[src/rtl/rsnh_pkg.sv]
// ----------------------------------------------------------------------------
// rsnh_pkg
// Shared types and codes for the ray/sphere nearest-hit unit.
// ----------------------------------------------------------------------------
package rsnh_pkg;

  localparam int MaxSpheres = 16;
  localparam int FracBits   = 16;
  localparam int IdxW       = $clog2(MaxSpheres);
  localparam int CntW       = IdxW + 1;

  // datapath operation codes
  localparam logic [3:0] OP_NONE   = 4'd0;
  localparam logic [3:0] OP_WRITE  = 4'd1;
  localparam logic [3:0] OP_QLOAD  = 4'd2;
  localparam logic [3:0] OP_READ   = 4'd3;
  localparam logic [3:0] OP_DIFF   = 4'd4;
  localparam logic [3:0] OP_MUL    = 4'd5;
  localparam logic [3:0] OP_ACC    = 4'd6;
  localparam logic [3:0] OP_CMP    = 4'd7;
  localparam logic [3:0] OP_SQINIT = 4'd8;
  localparam logic [3:0] OP_SQSTEP = 4'd9;
  localparam logic [3:0] OP_UPDATE = 4'd10;

  // multiplier operand selects
  localparam logic [2:0] SEL_DOT_X = 3'd0;
  localparam logic [2:0] SEL_DOT_Y = 3'd1;
  localparam logic [2:0] SEL_DOT_Z = 3'd2;
  localparam logic [2:0] SEL_SQ_X  = 3'd3;
  localparam logic [2:0] SEL_SQ_Y  = 3'd4;
  localparam logic [2:0] SEL_SQ_Z  = 3'd5;
  localparam logic [2:0] SEL_SQ_R  = 3'd6;
  localparam logic [2:0] SEL_SQ_S  = 3'd7;

  typedef struct packed {
    logic               op;
    logic [IdxW-1:0]    slot;
    logic signed [31:0] pos_x;
    logic signed [31:0] pos_y;
    logic signed [31:0] pos_z;
    logic [30:0]        radius;
    logic signed [17:0] dir_x;
    logic signed [17:0] dir_y;
    logic signed [17:0] dir_z;
    logic [CntW-1:0]    skip_entry;
  } req_word_t;

  typedef struct packed {
    logic [3:0]      op;
    logic [2:0]      sel;
    logic [CntW-1:0] idx;
  } dp_cmd_t;

  typedef struct packed {
    logic            hit;
    logic [IdxW-1:0] hit_entry;
    logic [31:0]     hit_distance;
  } rsp_word_t;

endpackage

[src/rtl/rsnh_ctrl.sv]
// ----------------------------------------------------------------------------
// rsnh_ctrl
// Sequencer: walks the table one sphere at a time and drives the datapath.
// ----------------------------------------------------------------------------
module rsnh_ctrl (
  input  logic                   clk,
  input  logic                   rst,
  input  logic                   cfg_we,
  input  logic [rsnh_pkg::CntW-1:0] cfg_data,
  input  logic                   req_valid,
  input  logic                   req_op,
  output logic                   req_ready,
  output logic                   rsp_valid,
  input  logic                   rsp_ready,
  output rsnh_pkg::dp_cmd_t      cmd
);
  import rsnh_pkg::*;

  localparam logic [3:0] S_IDLE = 4'd0;
  localparam logic [3:0] S_READ = 4'd1;
  localparam logic [3:0] S_DIFF = 4'd2;
  localparam logic [3:0] S_MUL  = 4'd3;
  localparam logic [3:0] S_ACC  = 4'd4;
  localparam logic [3:0] S_CMP  = 4'd5;
  localparam logic [3:0] S_SQI  = 4'd6;
  localparam logic [3:0] S_SQS  = 4'd7;
  localparam logic [3:0] S_UPD  = 4'd8;
  localparam logic [3:0] S_OUT  = 4'd9;

  logic [3:0]      state, state_next;
  logic [CntW-1:0] sphere_count;
  logic [CntW-1:0] idx, idx_next;
  logic [2:0]      sel, sel_next;
  logic [4:0]      step, step_next;
  logic [CntW-1:0] n_used;

  assign n_used = (sphere_count > CntW'(MaxSpheres)) ? CntW'(MaxSpheres) : sphere_count;
  assign req_ready = (state == S_IDLE);
  assign rsp_valid = (state == S_OUT);

  always_ff @(posedge clk) begin
    if (rst) begin
      state        <= S_IDLE;
      sphere_count <= '0;
      idx          <= '0;
      sel          <= '0;
      step         <= '0;
    end else begin
      state <= state_next;
      idx   <= idx_next;
      sel   <= sel_next;
      step  <= step_next;
      if (cfg_we) begin
        sphere_count <= cfg_data;
      end
    end
  end

  always_comb begin
    state_next = state;
    idx_next   = idx;
    sel_next   = sel;
    step_next  = step;
    cmd.op     = OP_NONE;
    cmd.sel    = sel;
    cmd.idx    = idx;
    case (state)
      S_IDLE: begin
        if (req_valid) begin
          if (!req_op) begin
            cmd.op = OP_WRITE;
          end else begin
            cmd.op     = OP_QLOAD;
            idx_next   = '0;
            state_next = (n_used == '0) ? S_OUT : S_READ;
          end
        end
      end
      S_READ: begin
        cmd.op     = OP_READ;
        state_next = S_DIFF;
      end
      S_DIFF: begin
        cmd.op     = OP_DIFF;
        sel_next   = SEL_DOT_X;
        state_next = S_MUL;
      end
      S_MUL: begin
        cmd.op     = OP_MUL;
        state_next = S_ACC;
      end
      S_ACC: begin
        cmd.op = OP_ACC;
        if (sel == SEL_SQ_S) begin
          state_next = S_CMP;
        end else begin
          sel_next   = sel + 3'd1;
          state_next = S_MUL;
        end
      end
      S_CMP: begin
        cmd.op     = OP_CMP;
        state_next = S_SQI;
      end
      S_SQI: begin
        cmd.op     = OP_SQINIT;
        step_next  = '0;
        state_next = S_SQS;
      end
      S_SQS: begin
        cmd.op    = OP_SQSTEP;
        step_next = step + 5'd1;
        if (step == 5'd31) begin
          state_next = S_UPD;
        end
      end
      S_UPD: begin
        cmd.op = OP_UPDATE;
        if (idx == n_used - CntW'(1)) begin
          state_next = S_OUT;
        end else begin
          idx_next   = idx + CntW'(1);
          state_next = S_READ;
        end
      end
      S_OUT: begin
        if (rsp_ready) begin
          state_next = S_IDLE;
        end
      end
      default: begin
        state_next = S_IDLE;
      end
    endcase
  end

endmodule

[config.mk]
export PLATFORM = sky130hd
export DESIGN_NAME = rsnh_ctrl
export DESIGN_NICKNAME = d
export VERILOG_FILES = /design/src/rtl/rsnh_pkg.sv /design/src/rtl/rsnh_ctrl.sv
export SDC_FILE = /design/constraint.sdc
export NUM_CORES = 1
export LEC_CHECK = 0
export BUFFER_PORTS_ARGS = -buffer_cell sky130_fd_sc_hd__buf_2
export CAP_MARGIN = 20
export CORE_MARGIN = 1.5
export CORE_UTILIZATION = 35
export DETAILED_ROUTE_END_ITERATION = 8
export PLACE_DENSITY_LB_ADDON = 0.12
export SLEW_MARGIN = 15
export SYNTH_ARGS = -nofsm -noshare
export SYNTH_HDL_FRONTEND = slang
export SYNTH_SLANG_ARGS = --single-unit
export TNS_END_PERCENT = 10
[constraint.sdc]
create_clock -name clk -period 4.8 [get_ports clk]
set_clock_uncertainty 0.2 [all_clocks]
set_input_delay 0.24 -clock clk [delete_from_list [all_inputs] [get_ports clk]]
set_output_delay 0.24 -clock clk [all_outputs]
set_load 0.02 [all_outputs]
==> reports/results.ini <==
[synth]
synth_fp_nets=181
synth_top_area_share_pct=33.7
ys_warn_count=0
synth_compound_area_share_pct=23.5
synth-simple-area-share_pct=25.2
synth-edff-count=0
synth_top_family_by_area=simple AND/OR/NAND/NOR gates
synthAdderAreaFrac_pct=5.75
synth_cell_types=45
ys_seq_area_share_pct=33.7
async_flop_share_pct=0
synth_flop_cell=dfxtp_1
synth_top_cell_by_area=dfxtp_1
synth_seq_cells=22
synth_area_leaders=dfxtp_1 (34%), ha_1 (5.7%), mux2i_1 (5.4%), nor2_1 (5.2%), nand2_1 (4.3%)
synth_mux_area_share_pct=5.36
syn_area_per_cell_um2=7.96
synth_xor_area_share_pct=2.01
syn_inst=164
syn_area_um2=1310

[place]
dp_cells=226
dp_slack_ns=2.31
io_buffers=24
placed_area_um2=1450
gp_congestion=0.773
hpwl_um=2130

[timing]
min_period_ns=2.50
post-route-period-util_pct=52.2
setup_viol=0
setup_tns_ns=0
slew-limit-headroom_pct=53.8
fmax_ghz=0.399
finalMaxSlewViolations=0
finalHoldViolations=0
setup_ws_ns=2.30
tightest_slew_ns=0.692
rsz0062_at_grt=no

[layout]
finalNetCount=200
fillCellCount=408
area_growth_pct=14.9
stdcell_count=230
seqCellArea_um2=440
stdcell_area_um2=1500
n_antenna_cell=0
final_util_pct=41.3
drive_gt1_share_pct=18.1
multi_input_area_um2=807

[setup_path]
crit_path_start=sphere_count[4]
endpoint=idx[4]
cp_max_fo=9
max_stage_delay_ns=0.48
crit_chain=nand2b_1 -> ha_1 -> xnor2_1 -> a211oi_1 -> o311ai_1 -> o21ai_2 -> or4_1 -> a21oi_1
reg2reg_from=sphere_count[4]
reg2reg_slack_ns=2.30
critPathLaunchType=flop
cp_data_arrival_time_ns=2.50
crit_buf_inv=0
reg2reg_depth=8
critical-path-slowest-cell=dfxtp_1
crit_path_end_kind=flop
crit_required_ns=4.80
cp.depth=8
cp_top_family=compound AO/OA/AOI/OAI gates
r2r_end=idx[4]
crit_type=flop to flop

[die]
die_w_um=64.1
num_io_pins=25
floorplan.initialDensity_pct=36.0
dieArea_um2=4110
die_h_um=64.1
core_um2=3630
num_rows=22

[worst_hold_path]
hold_class=input pin to flop

[drt]
drt_iter0_markers=56
wl_um=2930
post_drt_via_cell_ratio=5.33
drc=0
dr.pass1.iters=4
final_antenna_net_count=0
routed-via-count=1227
post_drt_wl_per_cell_um=12.7

[cts]
cts_sinks=22
postCtsSetupBuffers=0
cts-resized-gates=0
cts_buffer_depth=2
cts_tree=yes
holdBufCountCts=0
clkTransAtPathRegs_ns=0.08
cts-root-buf=clkbuf_8
cts_buffers=3
clock_latency_ns=0.26
h-tree-depth=1

[power_and_ir_drop]
p_switching_uw=208
power.share.combinational_pct=31.7
power.leakage_nw=0.639
swShare_pct=37.9
p_int_uw=341
ir_drop_mv=0.186
powerDensity_nw_per_um2=366
seq_power_share_pct=43.3
clkPwrFrac_pct=24.9

[job]
drv_cap=0

[status]
outcome=finished, final reports clean

[global_routing]
grt_pass1_vias=1120
globalRouteTotalUtil_pct=15.3
grt_max_degree=23
grt_overflow=0
grt_pass1_wl_um=4970
grt_antenna_before_repair=0

## layout make-up
class / count / area share, %
Multi-Input combinational cell: 127 / 53.8
Timing Repair Buffer: 24 / 8.00
Tap cell: 48 / 4.00
Clock buffer: 4 / 3.67
Sequential cell: 22 / 29.3
Inverter: 5 / 1.25
## flip-flops by register name, indices dropped and copies added (netlist names)
register      cells
idx               5
sel               3
sphere_count      5
state             4
step              5
## layer usage
layer,wire length (um),up-vias,global-route usage [%]
met3,113,4,4.40
met5,0,-,0
met4,29,0,5.05
met2,1410,18,27.1
li1,-,633,-
met1,1370,572,17.5
## stage by stage
| stage | power, mW | hold slack [ns] |
|---|---|---|
| 5_1_grt | 0.587 | 0.0162 |
| 3_5_place_dp | 0.417 | 0.253 |
| 4_1_cts | 0.554 | 0.00574 |
| 6_report | 0.549 | 0.00844 |
| 3_3_place_gp | 0.415 | 0.242 |
| 2_1_floorplan | 0.371 | 0.187 |
## worst register-to-register path: stages (launching register included)
cell,delay (ns)
dfxtp_1,0.48
nand2b_1,0.19
ha_1,0.28
xnor2_1,0.15
a211oi_1,0.11
o311ai_1,0.32
o21ai_2,0.15
or4_1,0.41
a21oi_1,0.15
## Yosys cell counts (2+ instances only)
cell type  count
dfxtp_1       22
nor2_1        18
nand2_1       15
a21oi_1        9
nand3_1        8
mux2i_1        7
clkbuf_1       6
ha_1           6
nor3_1         6
o21ai_0        6
a22oi_1        5
nand2b_1       5
nor2b_1        5
nor4_1         4
inv_1          3
o31ai_1        3
and3_1         2
buf_1          2
buf_2          2
o22ai_1        2
o31a_1         2
or3_1          2
xnor2_1        2
## how the worst min path moves through the flow
stage / from / endpoint / slack, ns / cells after the start
after floorplan: cfg_data[0] / sphere_count[0] / 0.19 / 2
after global placement: step[4] / step[4] / 0.24 / 2
after detailed placement: step[4] / step[4] / 0.25 / 2
after CTS: cfg_data[0] / sphere_count[0] / 0.006 / 3
after global routing: cfg_data[4] / sphere_count[4] / 0.02 / 3
final: cfg_data[0] / sphere_count[0] / 0.008 / 3
## kinds of logic (layout without fill, tap and decap cells)
group / after synthesis / count (layout)
compound gates: 43 / 43
xor+xnor: 3 / 3
fa+ha+maj: 6 / 6
buf+inv: 15 / 33
flops: 22 / 22
mux: 7 / 7
simple gates: 68 / 68
## power by group through the flow
stage | combinational, mW | sequential (mW) | clock [mW]
after floorplan | 0.159 | 0.212 | 0
after global placement | 0.174 | 0.241 | 0
after detailed placement | 0.176 | 0.241 | 0
after CTS | 0.177 | 0.237 | 0.141
after global routing | 0.195 | 0.242 | 0.151
final | 0.174 | 0.238 | 0.137
## layout by cell type (no fill, tap or decap), types with 2 or more instances in the layout
master	count
or3_1	2
mux2i_1	7
nand3_1	8
nor2b_1	5
nand2b_1	5
nor2_1	18
o22ai_1	2
o31a_1	2
xnor2_1	2
ha_1	6
o21ai_0	6
and3_1	2
nand2_1	15
inv_1	3
clkbuf_8	4
o31ai_1	3
dfxtp_1	22
a22oi_1	5
a21oi_1	9
nor4_1	4
buf_2	24
nor3_1	6
No activity file was read; power rests on OpenSTA's default activity.
